File: src/mrrp_pkg.sv
// Types and constants of the Modbus read response parser.
// No dependencies; used by every module of the block.
`default_nettype none

package mrrp_pkg;

	localparam logic [9:0] HDR_LEN           = 10'd9;
	localparam logic [8:0] POS_MAX           = 9'd264;
	localparam logic [7:0] FUNC_READ_HOLDING = 8'h03;

	localparam int unsigned QUEUE_DEPTH = 4;
	localparam int unsigned QUEUE_AW    = $clog2(QUEUE_DEPTH);

	localparam int unsigned CFG_IDX_W = 2;
	localparam logic [CFG_IDX_W-1:0] CFG_TRANSACTION_ID = 2'd0;
	localparam logic [CFG_IDX_W-1:0] CFG_UNIT_ID        = 2'd1;

	typedef enum logic [1:0] {
		STATUS_OK         = 2'd0,
		STATUS_TOO_SHORT  = 2'd1,
		STATUS_BAD_HEADER = 2'd2,
		STATUS_BAD_COUNT  = 2'd3
	} status_t;

	typedef struct packed {
		logic [7:0] frame_byte;
		logic       frame_end;
	} mrrp_in_t;

	typedef struct packed {
		logic [15:0] reg_value;
		logic        is_status;
		logic [1:0]  status_code;
		logic        run_end;
	} mrrp_out_t;

	// work handed from the parser to the output sequencer
	typedef struct packed {
		logic        word_valid;
		logic [15:0] word;
		logic        status_valid;
		status_t     code;
	} mrrp_entry_t;

	typedef struct packed {
		logic full;
		logic empty;
	} mrrp_queue_status_t;

endpackage

`default_nettype wire

File: src/mrrp_front.sv
// Front end: holds configuration, tracks the frame position and classifies each byte.
// Pushes word/status entries into the result queue. Uses mrrp_pkg.
`default_nettype none

module mrrp_front (
	input  wire                                  clk,
	input  wire                                  arst_n,
	input  wire                                  in_valid,
	output logic                                 in_stall,
	input  mrrp_pkg::mrrp_in_t                   in_data,
	input  wire                                  cfg_valid,
	output logic                                 cfg_ready,
	input  wire  [mrrp_pkg::CFG_IDX_W-1:0]       cfg_index,
	input  wire  [15:0]                          cfg_data,
	input  mrrp_pkg::mrrp_queue_status_t         q_status,
	output logic                                 push,
	output mrrp_pkg::mrrp_entry_t                push_entry
);

	logic [15:0] exp_tid_q;
	logic [7:0]  exp_unit_q;
	logic [8:0]  pos_q;
	logic        header_bad_q;
	logic [7:0]  count_q;
	logic [7:0]  held_q;

	logic        accept;
	logic        hb_next;
	logic [7:0]  count_next;
	logic [7:0]  held_next;
	logic        word_v;
	logic [9:0]  body_end;
	logic [9:0]  body_end_next;
	logic [9:0]  total;
	logic [7:0]  b;
	mrrp_pkg::status_t code;

	assign cfg_ready = 1'b1;
	assign in_stall  = q_status.full;
	assign accept    = in_valid && !in_stall;
	assign b         = in_data.frame_byte;
	assign body_end  = mrrp_pkg::HDR_LEN + {2'b00, count_q};
	assign total     = {1'b0, pos_q} + 10'd1;

	always_comb begin
		hb_next    = header_bad_q;
		count_next = count_q;
		held_next  = held_q;
		word_v     = 1'b0;
		case (pos_q)
			9'd0: held_next = b;
			9'd1: if ({held_q, b} != exp_tid_q) hb_next = 1'b1;
			9'd6: if (b != exp_unit_q) hb_next = 1'b1;
			9'd7: if (b != mrrp_pkg::FUNC_READ_HOLDING) hb_next = 1'b1;
			9'd8: count_next = b;
			default: begin
				if ({1'b0, pos_q} >= mrrp_pkg::HDR_LEN && {1'b0, pos_q} < body_end) begin
					// header length is odd: odd positions carry the high byte
					if (pos_q[0]) begin
						held_next = b;
					end else if (!header_bad_q && !count_q[0]) begin
						word_v = 1'b1;
					end
				end
			end
		endcase
	end

	assign body_end_next = mrrp_pkg::HDR_LEN + {2'b00, count_next};

	always_comb begin
		if (total < mrrp_pkg::HDR_LEN) begin
			code = mrrp_pkg::STATUS_TOO_SHORT;
		end else if (hb_next) begin
			code = mrrp_pkg::STATUS_BAD_HEADER;
		end else if (count_next[0] || total < body_end_next) begin
			code = mrrp_pkg::STATUS_BAD_COUNT;
		end else begin
			code = mrrp_pkg::STATUS_OK;
		end
	end

	assign push = accept && (word_v || in_data.frame_end);
	assign push_entry = '{
		word_valid:   word_v,
		word:         {held_q, b},
		status_valid: in_data.frame_end,
		code:         code
	};

	always_ff @(posedge clk or negedge arst_n) begin
		if (!arst_n) begin
			exp_tid_q    <= '0;
			exp_unit_q   <= '0;
			pos_q        <= '0;
			header_bad_q <= 1'b0;
			count_q      <= '0;
			held_q       <= '0;
		end else begin
			if (cfg_valid && cfg_ready) begin
				if (cfg_index == mrrp_pkg::CFG_TRANSACTION_ID) exp_tid_q <= cfg_data;
				if (cfg_index == mrrp_pkg::CFG_UNIT_ID) exp_unit_q <= cfg_data[7:0];
			end
			if (accept) begin
				if (in_data.frame_end) begin
					pos_q        <= '0;
					header_bad_q <= 1'b0;
					count_q      <= '0;
					held_q       <= '0;
				end else begin
					if (pos_q < mrrp_pkg::POS_MAX) pos_q <= pos_q + 9'd1;
					header_bad_q <= hb_next;
					count_q      <= count_next;
					held_q       <= held_next;
				end
			end
		end
	end

endmodule

`default_nettype wire

File: src/mrrp_queue.sv
// Short result queue between the parser front end and the output sequencer.
// Register-based FIFO of mrrp_entry_t; uses mrrp_pkg.
`default_nettype none

module mrrp_queue (
	input  wire                           clk,
	input  wire                           arst_n,
	input  wire                           push,
	input  mrrp_pkg::mrrp_entry_t         push_entry,
	input  wire                           pop,
	output mrrp_pkg::mrrp_entry_t         head,
	output mrrp_pkg::mrrp_queue_status_t  status
);

	localparam int unsigned AW = mrrp_pkg::QUEUE_AW;

	mrrp_pkg::mrrp_entry_t entries_q [mrrp_pkg::QUEUE_DEPTH];
	logic [AW-1:0] wr_ptr_q;
	logic [AW-1:0] rd_ptr_q;
	logic [AW:0]   fill_q;
	logic          do_push;
	logic          do_pop;

	assign status.full  = (fill_q == (AW+1)'(mrrp_pkg::QUEUE_DEPTH));
	assign status.empty = (fill_q == '0);
	assign do_push      = push && !status.full;
	assign do_pop       = pop && !status.empty;
	assign head         = entries_q[rd_ptr_q];

	always_ff @(posedge clk) begin
		if (do_push) entries_q[wr_ptr_q] <= push_entry;
	end

	always_ff @(posedge clk or negedge arst_n) begin
		if (!arst_n) begin
			wr_ptr_q <= '0;
			rd_ptr_q <= '0;
			fill_q   <= '0;
		end else begin
			if (do_push) wr_ptr_q <= wr_ptr_q + AW'(1);
			if (do_pop) rd_ptr_q <= rd_ptr_q + AW'(1);
			case ({do_push, do_pop})
				2'b10:   fill_q <= fill_q + (AW+1)'(1);
				2'b01:   fill_q <= fill_q - (AW+1)'(1);
				default: fill_q <= fill_q;
			endcase
		end
	end

endmodule

`default_nettype wire

File: src/mrrp_back.sv
// Output sequencer: turns queue entries into result beats, word before status.
// Owns the output register; uses mrrp_pkg.
`default_nettype none

module mrrp_back (
	input  wire                           clk,
	input  wire                           arst_n,
	input  mrrp_pkg::mrrp_entry_t         head,
	input  mrrp_pkg::mrrp_queue_status_t  q_status,
	output logic                          pop,
	output logic                          out_valid,
	input  wire                           out_stall,
	output mrrp_pkg::mrrp_out_t           out_data
);

	logic                  out_valid_q;
	mrrp_pkg::mrrp_out_t   out_q;
	logic                  pend_q;
	mrrp_pkg::status_t     pend_code_q;
	logic                  load;

	function automatic mrrp_pkg::mrrp_out_t status_beat(mrrp_pkg::status_t c);
		mrrp_pkg::mrrp_out_t r;
		r.reg_value   = '0;
		r.is_status   = 1'b1;
		r.status_code = c;
		r.run_end     = 1'b1;
		return r;
	endfunction

	assign load      = !out_valid_q || !out_stall;
	assign pop       = load && !pend_q && !q_status.empty;
	assign out_valid = out_valid_q;
	assign out_data  = out_q;

	always_ff @(posedge clk or negedge arst_n) begin
		if (!arst_n) begin
			out_valid_q <= 1'b0;
			out_q       <= '0;
			pend_q      <= 1'b0;
			pend_code_q <= mrrp_pkg::STATUS_OK;
		end else if (load) begin
			if (pend_q) begin
				out_valid_q <= 1'b1;
				out_q       <= status_beat(pend_code_q);
				pend_q      <= 1'b0;
			end else if (!q_status.empty) begin
				out_valid_q <= 1'b1;
				if (head.word_valid) begin
					out_q.reg_value   <= head.word;
					out_q.is_status   <= 1'b0;
					out_q.status_code <= mrrp_pkg::STATUS_OK;
					out_q.run_end     <= 1'b0;
					// status of the same byte goes out on the following beat
					pend_q      <= head.status_valid;
					pend_code_q <= head.code;
				end else begin
					out_q <= status_beat(head.code);
				end
			end else begin
				out_valid_q <= 1'b0;
			end
		end
	end

endmodule

`default_nettype wire

File: src/modbus_read_response_parser.sv
// Modbus TCP read holding registers response parser, top level.
// Takes one frame byte per input beat (frame_end on the last byte) and returns
// register words and one closing status per frame.
// Channels: in (in_valid/in_stall/in_data), out (out_valid/out_stall/out_data),
// and a configuration write port (cfg_valid/cfg_ready, cfg_index, cfg_data):
// index 0 is the expected transaction id, index 1 the expected unit id in
// cfg_data[7:0]; other indexes are ignored. cfg_ready is always high.
// A result is written into the queue on the edge that accepts its byte and is
// then loaded into the output register, which presents it on out.
// One byte is taken per cycle while in_stall is low; a last byte that also
// completes a word yields two beats, word then status.
// The parser front end and the output register are parted by a four-entry
// result queue; in_stall rises only when that queue is full, which happens
// only while the receiver stalls out.
// Reset (arst_n low) clears the configuration to zero, the frame state, the
// queue and the output register. A stalled result holds on out_data.
// Uses mrrp_pkg, mrrp_front, mrrp_queue and mrrp_back.
`default_nettype none

module modbus_read_response_parser (
	input  wire                              clk,
	input  wire                              arst_n,
	input  wire                              in_valid,
	output logic                             in_stall,
	input  mrrp_pkg::mrrp_in_t               in_data,
	output logic                             out_valid,
	input  wire                              out_stall,
	output mrrp_pkg::mrrp_out_t              out_data,
	input  wire                              cfg_valid,
	output logic                             cfg_ready,
	input  wire  [mrrp_pkg::CFG_IDX_W-1:0]   cfg_index,
	input  wire  [15:0]                      cfg_data
);

	mrrp_pkg::mrrp_queue_status_t q_status;
	mrrp_pkg::mrrp_entry_t        push_entry;
	mrrp_pkg::mrrp_entry_t        head;
	logic                         push;
	logic                         pop;

	mrrp_front u_front (
		.clk        (clk),
		.arst_n     (arst_n),
		.in_valid   (in_valid),
		.in_stall   (in_stall),
		.in_data    (in_data),
		.cfg_valid  (cfg_valid),
		.cfg_ready  (cfg_ready),
		.cfg_index  (cfg_index),
		.cfg_data   (cfg_data),
		.q_status   (q_status),
		.push       (push),
		.push_entry (push_entry)
	);

	mrrp_queue u_queue (
		.clk        (clk),
		.arst_n     (arst_n),
		.push       (push),
		.push_entry (push_entry),
		.pop        (pop),
		.head       (head),
		.status     (q_status)
	);

	mrrp_back u_back (
		.clk       (clk),
		.arst_n    (arst_n),
		.head      (head),
		.q_status  (q_status),
		.pop       (pop),
		.out_valid (out_valid),
		.out_stall (out_stall),
		.out_data  (out_data)
	);

endmodule

`default_nettype wire

File: config.mk
export PLATFORM = sky130hd
export DESIGN_NAME = modbus_read_response_parser
export DESIGN_NICKNAME = d
export VERILOG_FILES = /design/src/mrrp_pkg.sv /design/src/mrrp_front.sv /design/src/mrrp_queue.sv /design/src/mrrp_back.sv /design/src/modbus_read_response_parser.sv
export SDC_FILE = /design/constraint.sdc
export NUM_CORES = 1
export LEC_CHECK = 0
export ABC_AREA = 1
export BUFFER_PORTS_ARGS = -buffer_cell sky130_fd_sc_hd__clkbuf_2
export CAP_MARGIN = 0
export CELL_PAD_IN_SITES_DETAIL_PLACEMENT = 0
export CELL_PAD_IN_SITES_GLOBAL_PLACEMENT = 1
export CORE_UTILIZATION = 40
export DETAILED_ROUTE_END_ITERATION = 6
export PLACE_DENSITY_LB_ADDON = 0.1
export SLEW_MARGIN = 15
export SYNTH_ARGS = -nofsm -noshare
export SYNTH_HDL_FRONTEND = slang
export SYNTH_SLANG_ARGS = --single-unit
File: constraint.sdc
create_clock -name clk -period 3.3 [get_ports clk]
set_input_delay 0.66 -clock clk [delete_from_list [all_inputs] [get_ports clk]]
set_output_delay 0.66 -clock clk [all_outputs]
set_load 0.01 [all_outputs]
Word level (Yosys, flattened, before mapping)
Memory sizes are Yosys's and may differ from the RTL's.
Cells that the tools add are included.
Widths: inputs -> output; s select.
Operators by class
  add/sub/neg operators: 8
  order comparisons: 5
  eq/ne operators: 13
  muxes and demuxes: 31
  bitwise logic cells: 2
  reductions and logical operators: 33
Operators by type and width (number)
  $mux 20: 3
  $mux 8: 5
  $add 4x8->9 const A: 2
  $eq 9x3->1 const B: 2
  $mux 9: 2
  $ne 16x16->1: 1
  $pmux 8 s2: 1
  $mux 1: 15
  $add 9x1->10 const B: 1
  $lt 10x10->1: 1
  $lt 10x4->1 const B: 1
  $lt 9x10->1: 1
  $add 9x1->9 const B: 1
  $eq 9x1->1 const B: 1
  $eq 9x4->1 const B: 1
  $ge 9x4->1 const B: 1
  $logic_not 9->1: 1
  $lt 9x9->1 const B: 1
  $logic_and 1x1->1: 8
  $ne 8x2->1 const B: 1
  $ne 8x8->1: 1
  $reduce_and 2->1: 4
  $reduce_and 4->1: 2
  $logic_not 1->1: 7
  other kinds (19): 28
Word-level totals
  register bits after elaboration: 81
  RAM bits: 80
  input port bits: 32
  output and inout bits: 23
  word-level logic and storage cells: 109
  memories: 1
Memories
  u_queue.entries_q: depth 4, width 20, rd ports 1, clocked after memory_dff 0, wr ports 1, line mrrp_queue.sv:17  | mrrp_pkg::mrrp_entry_t entries_q [mrrp_pkg::QUEUE_DEPTH];

Logic depth before layout (Yosys ltp)
Gate-level depths: netlist (run 1).
  depth after elaboration: 11
  gate-level depth with buffers: 22
  depth with buffers taken out: 21

By module
Synthesis (run 1) repeated with hierarchy kept, for this count alone.
Second synthesis, totals
  cell total of the unflattened synthesis: 870
  area, all modules: 8310.5 µm²
By module, submodules not included
  mrrp_queue: instances 1, cells an instance 294, area an instance 3649.8 µm², sequential area each 2577.5 µm²
  mrrp_front: instances 1, cells an instance 458, area an instance 3639.7 µm², sequential area each 1251.2 µm²
  mrrp_back: instances 1, cells an instance 118, area an instance 1021.0 µm², sequential area each 575.6 µm²

Least setup slack after synthesis (run 1)
Ideal clock, no wire load.
  kind: reg2reg
  start: register u_front.count_q[0]
  end: memory u_queue.entries_q[0][0] (netlist bit) (enable)
  setup time: 0.397 ns
  data arrival time: 2.756 ns
  required time: 2.903 ns
  slack: 0.148 ns
  stages on the path, launching flop included: 16
  path buffers: 0
  clock period less this slack: 3.152 ns
  path through: dfrtp_1 > nand3_1 > nand2_1 > nand2_1 > nor3_1 > xor2_1 > ha_1 > a21oi_1 > nor2_1 > nor2_1 > nand2_1 > a21oi_1 > nand2_1 > nand2_1 > nand2_2 > nor2_1
On the way
  cells in the longest elaborated chain, start to end: 11
  elaborated cells between the ends (all ways): 14
  those cells by class: add/sub: 1; order compare: 1; mux: 6; reduce/logical: 6
Ends and longest elaborated chain
  from (decl): line mrrp_front.sv:24  | logic [7:0] count_q;
  from (signal assigned): line mrrp_front.sv:113  | count_q <= count_next;
  branches (longest 4 deep; another with $lt 9x10->1)
  $mux 1 (*): line mrrp_front.sv:57  | if ({1'b0, pos_q} >= mrrp_pkg::HDR_LEN && {1'b0, pos_q} < body_end) begin
  $mux 1 (*): line mrrp_front.sv:50  | case (pos_q)
  $logic_or 1x1->1 (*): line mrrp_front.sv:83  | assign push = accept && (word_v || in_data.frame_end);
  $logic_and 1x1->1 (*): line mrrp_front.sv:83
  $logic_and 1x1->1 (*): line mrrp_queue.sv:26  | assign do_push = push && !status.full;
  $mux 1 (*): line mrrp_queue.sv:31  | if (do_push) entries_q[wr_ptr_q] <= push_entry;
  $mux 1 (implied by the code) (*): line mrrp_queue.sv:31
  to (decl): line mrrp_queue.sv:17
Mark *: on every way between the ends.

==> run_results.csv, run 1 <==
group,metric,value,unit
floorplan,row_count,50,
finish,fillerInstances,1743,
job,drv_cap,0,
placed_design,post-dp-hpwl,12700,um
power,p_sw_share,36.4,%
synthesis,yosysSeqAreaShare,57.0,%
finish,syn2layout_area_growth,19.1,%
floorplan,dieArea,19900,sq um
placed_design,dp.cells,1081,
finish,fin_cells,1117,
synthesis,synth_edf_count,80,
setup_path,path_class,"flop to flop",
setup_path,worstPathMaxFanout,8,
clocking,clk_path_buf_depth,2,
setup_path,startpoint,"u_front.pos_q[0]",
min_path,hold_class,"input port to asynchronous set/reset pin",
sta,worstMarginPinSlew,0.785,ns
clocking,cts_hold_buf,0,
global_route,antenna_found_initial,0,
synthesis,ys_types,44,
detailed_routing,drt_iter0_drc,246,
placed_design,dp_slack,0.0945,ns
synthesis,async_flop_share,50.0,%
floorplan,core_area,18800,sq um
power,peakVddDrop,341,uV
synthesis,synthCells,760,
sta,finalSetupViolCount,0,
sta,fin_crit_sh,93.5,%
clocking,cts.htree.levels,4,
outcome,status,"complete, no violations",
clocking,clk_pin_slew,0.07,ns
global_route,grt_pass1_vias,5598,
finish,nNetsFinal,904,
floorplan,start_util,41.1,%
clocking,cts_buffers,17,
sta,fin_crit,3.09,ns
synthesis,yosys.area.top_type,"edfxtp_1",
power,p_int,4.38,mW
finish,drive_gt1_share,21.6,%
detailed_routing,vias,5573,
power,power_density,748,nW/um^2
power,p_leak,3.99,nW
setup_path,r2r-start,"u_front.pos_q[0]",
sta,hold_viol_final,0,
sta,fin_skew,0.0143,ns
detailed_routing,viasPerCell,4.99,
sta,drv_slew,0,
synthesis,synth_nets,820,
floorplan,die_h,141,um
synthesis,yosys_register_bits,160,
synthesis,synth_top_area_share,31.1,%
floorplan,die_w,141,um
sta,worst_slack,0.213,ns
detailed_routing,dr.pass1.iters,4,
clocking,cts.sinks,160,
synthesis,syn_area,7730,sq um
power,pwr-share-seq,40.9,%
global_route,grt_first_pass_wirelength,29400,um
floorplan,io_pins,55,
sta,fmax,0.324,GHz
clocking,cts_tree,"done",
setup_path,start_kind,"flop",
synthesis,synth.area.top_cells,"edfxtp_1 31%, dfrtp_1 26%, nand2_1 6.0%",
sta,rsz0062_at_grt,"true",
detailed_routing,drcViolationCount,0,
power,p_switching,2.51,mW
sta,fin_hold_ws,0.203,ns
global_route,grt_max_degree,42,
synthesis,yosysWarnings,0,
synthesis,synth_ff_type,"edfxtp_1",
clocking,clockRootBuffer,"clkbuf_16",
placed_design,place.port_buffers,53,
detailed_routing,ant_nets,0,
setup_path,cp-end-kind,"flop",
global_route,grt_overflow,0,
detailed_routing,wl_per_cell,16.0,um
sta,slew_headroom,47.6,%
synthesis,syn_avg_cell_area,10.2,sq um
setup_path,cp.required,3.47,ns
finish,antenna_cells,0,
global_route,gr-usage-all-layers,19.4,%
setup_path,cp.arrival,3.25,ns
detailed_routing,routed_wl,17900,um
power,pwr-share-comb,30.4,%
clocking,clk_latency,0.43,ns
power,clock_power_share,28.7,%
placed_design,gp_congestion,0.834,
-- kinds of logic after synthesis --
kind of cell,count (synthesis),synth area share (%)
compound gates,162,13.1
xor+xnor,33,3.74
fa+ha+maj,28,4.63
buf+inv,100,5.26
flops,160,57.0
mux,8,1.17
other cells,1,0.0485
simple gates,268,15.1
-- cell type report --
class	count	area [sq um]	area share, %
well taps	260	325	3.53
inverters	76	285	3.10
clock inverters	15	188	2.04
repair buffers	89	592	6.43
flip-flops and latches	160	4410	47.8
clock buffers	17	425	4.62
multi-input cells	500	2990	32.4
-- cell usage after synthesis, types with 18 or more instances --
cell and count:
ha_1 27, o21ai_0 69, inv_1 70, dfrtp_1 80, nand2_1 123, edfxtp_1 80
o22ai_1 29, nand3_1 23, a22o_1 18, nor2_1 85, a21oi_1 18
-- state kept, by name (all words and copies together), names as in the netlist --
name,flops
u_front.exp_tid_q,16
u_queue.entries_q,80
u_back.pend_code_q,2
u_queue.fill_q,3
u_front.header_bad_q,1
u_front.exp_unit_q,8
u_back.out_valid,1
u_back.out_data,19
u_back.pend_q,1
u_queue.wr_ptr_q,2
u_front.count_q,8
u_front.held_q,8
u_queue.rd_ptr_q,2
u_front.pos_q,9
-- per-layer routing --
layer  part of all wire (%)  global-route usage [%]  up-vias  routed length [um]
li1                       -                       -     2754                   -
met1                     47                    24.8     2711                8390
met2                     49                    33.9       88                8820
met3                    2.5                    3.29       20                 454
met4                    1.4                    5.55        0                 254
met5                      0                       0        -                   0
-- per-stage QoR --
stage	setup TNS (ns)	total power, mW	instance area (sq um)	utilization, %
global placement	0	4.89	8490	45.1
finish	0	6.88	9210	48.9
detailed placement	0	4.95	8490	45.1
CTS	0	6.95	9110	48.4
floorplan	0	4.23	7730	-
global route	-0.0383	7.38	9210	48.9
-- what timing repair did --
action                                  4_1_cts  5_1_grt
buffers inserted                              0        4
hold endpoints to repair                      0        0
resized for setup                             0       16
endpoints found under the setup margin        0       90
-- final timing paths --
path	end	slack, ns	cells past startpoint
max in group asynchronous	u_front.count_q[3]	2.36	2
min reg2reg	u_queue.fill_q[0]	0.47	1
min in group clk	u_front.exp_tid_q[15]	0.46	2
max	u_queue.entries_q[2][1]	0.21	20
max reg2reg	u_queue.entries_q[2][1]	0.21	20
min	u_back.out_data[0]	0.20	1
-- power by group through the flow --
stage                     logic (mW)  clock network (mW)  registers (mW)
after floorplan                 1.43                   0            2.80
after global placement          2.05                   0            2.84
after detailed placement        2.09                   0            2.86
after CTS                       2.10                2.03            2.82
after global routing            2.40                2.12            2.87
final                           2.09                1.98            2.82
-- worst max-delay path, cell delays in order (launching register included) --
cell and delay, ns:
dfrtp_1 0.39, inv_1 0.11, ha_4 0.15, nand3_2 0.09
nor2_4 0.14, nand2_4 0.12, o21ai_4 0.15, ha_1 0.16
inv_1 0.06, o21ai_2 0.18, nand3_2 0.10, xnor2_1 0.14
ha_1 0.28, nand2_1 0.04, nand3b_1 0.17, nor2_1 0.11
nand2_1 0.08, a21oi_2 0.15, nand3_1 0.08, nand2_1 0.06
inv_1 0.08
-- layout by cell type, fill, tap and decap left out, drive strengths merged, types with 18 or more instances in the layout --
master  netlist  routed
a21oi        19      19
a22o         18      18
buf           7      37
clkbuf       17      69
dfrtp        80      80
edfxtp       80      80
ha           27      27
inv          75      83
nand2       133     133
nand3        28      28
nor2         91      91
o21ai        89      89
o22ai        29      29
No activity file was read; power rests on OpenSTA's default activity.
==> inputs of run 2 (changes only) <==
--- a/config.mk
+++ b/config.mk
@@ -10,6 +10,7 @@
 export CAP_MARGIN = 0
 export CELL_PAD_IN_SITES_DETAIL_PLACEMENT = 0
 export CELL_PAD_IN_SITES_GLOBAL_PLACEMENT = 1
+export CORE_ASPECT_RATIO = 1.1
 export CORE_UTILIZATION = 40
 export DETAILED_ROUTE_END_ITERATION = 6
 export PLACE_DENSITY_LB_ADDON = 0.1
==> constraint.sdc (replaced) <==
create_clock -name clk -period 2.7 [get_ports clk]
set_input_delay 0.54 -clock clk [delete_from_list [all_inputs] [get_ports clk]]
set_output_delay 0.54 -clock clk [all_outputs]
set_load 0.02 [all_outputs]
==> run 2 against run 1 <==
The flow now finishes with violations (setup timing). Sequential share of layout area shrank 3.1 points. Routed wire length grew 3.0%. Clock skew shrank 0.0010 ns. Combinational power grew 42%. Die area is essentially flat. Clock power grew 22%. Design area grew 6.9%. Hold slack lost 0.10 ns. Total power grew 28%.
==> run_results.csv, run 2 (same netlist as run 1, synthesis figures left out) <==
group,metric,value,unit
power,p_leak,4.28,nW
sta,worstMarginPinSlew,0.818,ns
clocking,clk_latency,0.42,ns
sta,hold_viol_final,0,
sta,worst_slack,-0.357,ns
clocking,clockRootBuffer,"clkbuf_16",
floorplan,row_count,52,
job,drv_cap,0,
placed_design,post-dp-hpwl,13200,um
power,power_density,895,nW/um^2
clocking,cts_hold_buf,0,
detailed_routing,routed_wl,18500,um
placed_design,dpl-instance-area,8950,sq um
sta,rsz0062_at_grt,"true",
finish,antenna_cells,0,
placed_design,place.port_buffers,53,
min_path,hold_class,"input port to asynchronous set/reset pin",
detailed_routing,drt_iter0_drc,322,
finish,drive_gt1_share,29.5,%
detailed_routing,wl_per_cell,16.0,um
floorplan,core_area,18700,sq um
global_route,grt_pass1_vias,5648,
floorplan,start_util,41.4,%
finish,largest-register,"u_queue.entries_q",
placed_design,dp.cells,1109,
finish,syn2layout_area_growth,27.3,%
clocking,cts.htree.levels,4,
detailed_routing,drcViolationCount,0,
setup_path,critical_path.slowest_cell,"dfrtp_1",
setup_path,path_class,"flop to flop",
setup_path,max_stage_delay,0.38,ns
global_route,grt_max_degree,39,
sta,fmax,0.327,GHz
sta,drv_slew,0,
setup_path,crit_top_cell,"nand2_1",
outcome,status,"finished with violations",
clocking,cts.sinks,160,
setup_path,cp.required,2.87,ns
finish,layout.cells.most_common,"nand2_1",
finish,seq_area,4400,sq um
setup_path,cp-end-kind,"flop",
clocking,clk_pin_slew,0.07,ns
power,peakVddDrop,489,uV
setup_path,cp.arrival,3.22,ns
clocking,clk_path_buf_depth,2,
sta,slew_headroom,45.3,%
floorplan,die_h,148,um
finish,finalInstanceArea,9840,sq um
finish,fin_util,52.7,%
detailed_routing,dr.pass1.iters,6,
sta,finalSetupViolCount,90,
finish,multi_input_area,3130,sq um
global_route,grt_first_pass_wirelength,29700,um
finish,fillerInstances,1654,
global_route,grt_overflow,0,
finish,largest_reg_flops,80,
sta,fin_skew,0.0133,ns
setup_path,start_kind,"flop",
sta,fin_crit_sh,113,%
floorplan,die_w,135,um
detailed_routing,vias,5703,
sta,fin_crit,3.06,ns
setup_path,r2r_cells,20,
clocking,cts_tree,"done",
clocking,cts_buffers,17,
detailed_routing,viasPerCell,4.94,
setup_path,path_cells,"inv_1 -> ha_4 -> nand3_4 -> nor2_4 -> nand2_4 -> o21ai_4 -> ha_2 -> inv_2 -> o21ai_4 -> nand3_2 -> xnor2_2 -> ha_1 -> nand2_1 -> nand3b_1 -> nor2_1 -> nand2_1 -> a21oi_2 -> nand3_1 -> nand2_1 -> inv_2",
floorplan,dieArea,19900,sq um
placed_design,gp_congestion,0.832,
outcome,violations,"setup timing",
detailed_routing,ant_nets,0,
global_route,antenna_found_initial,0,
finish,final_cell_mix,"115 x nand2_1, 80 x dfrtp_1, 80 x edfxtp_1",
global_route,gr-usage-all-layers,19.8,%
floorplan,io_pins,55,
finish,fin_cells,1154,
power,power,8.81,mW
finish,nNetsFinal,958,
setup_path,worstPathMaxFanout,6,
-- run 2: where the power goes --
group	internal, mW	switching, mW	total, mW
clock	1.26	1.15	2.41
sequential	3.10	0.340	3.44
combinational	1.19	1.77	2.96
-- run 2: final timing paths --
check	start	endpoint	slack [ns]
worst max-delay path	u_front.pos_q[1]	u_queue.entries_q[2][1]	-0.36
worst min-delay path	arst_n	u_back.out_data[2]	0.1
worst max register to register	u_front.pos_q[1]	u_queue.entries_q[2][1]	-0.36
worst min register to register	u_back.pend_code_q[0]	u_back.pend_code_q[0]	0.48
max in group asynchronous	arst_n	u_back.out_data[6]	1.99
min in group clk	cfg_data[11]	u_front.exp_tid_q[11]	0.35
-- run 2: layout make-up --
type / instances / share of cell area (%)
sequential: 160 / 44.7
multi-input combinational: 500 / 31.8
timing repair buffer: 143 / 11.2
clock buffer: 17 / 4.32
tap: 243 / 3.09
inverter: 76 / 2.95
clock inverter: 15 / 1.88
-- run 2: what timing repair did --
item	in CTS	in global routing
setup endpoints to repair	91	93
buffers inserted	10	2
pin swaps	8	18
gates cloned	2	0
resized for setup	12	20
-- run 2: worst max-delay path, delay by kind of cell, from the launching register on --
| kind | cells | cell delay, ns |
|---|---|---|
| simple gates | 10 | 0.96 |
| fa+ha+maj | 3 | 0.62 |
| buf+inv | 3 | 0.21 |
| xor+xnor | 1 | 0.15 |
| flops | 1 | 0.38 |
| compound gates | 3 | 0.47 |
-- run 2: metrics by stage --
stage          setup TNS (ns)  hold slack, ns  worst slack, ns
3_3_place_gp           -14.17           0.464           -0.294
5_1_grt                -34.15           0.131           -0.550
2_1_floorplan           -4.64           0.244           -0.265
3_5_place_dp           -18.46           0.468           -0.350
4_1_cts                -19.28           0.119           -0.374
6_report               -16.32          0.0992           -0.357
-- run 2: layer usage --
| layer | GRT usage (%) | share of wire (%) | routed length (um) |
|---|---|---|---|
| met1 | 24.9 | 44 | 8090 |
| met2 | 34.9 | 52 | 9630 |
| met3 | 3.43 | 2.7 | 490 |
| met4 | 5.84 | 1.3 | 243 |
| met5 | 0 | 0 | 0 |
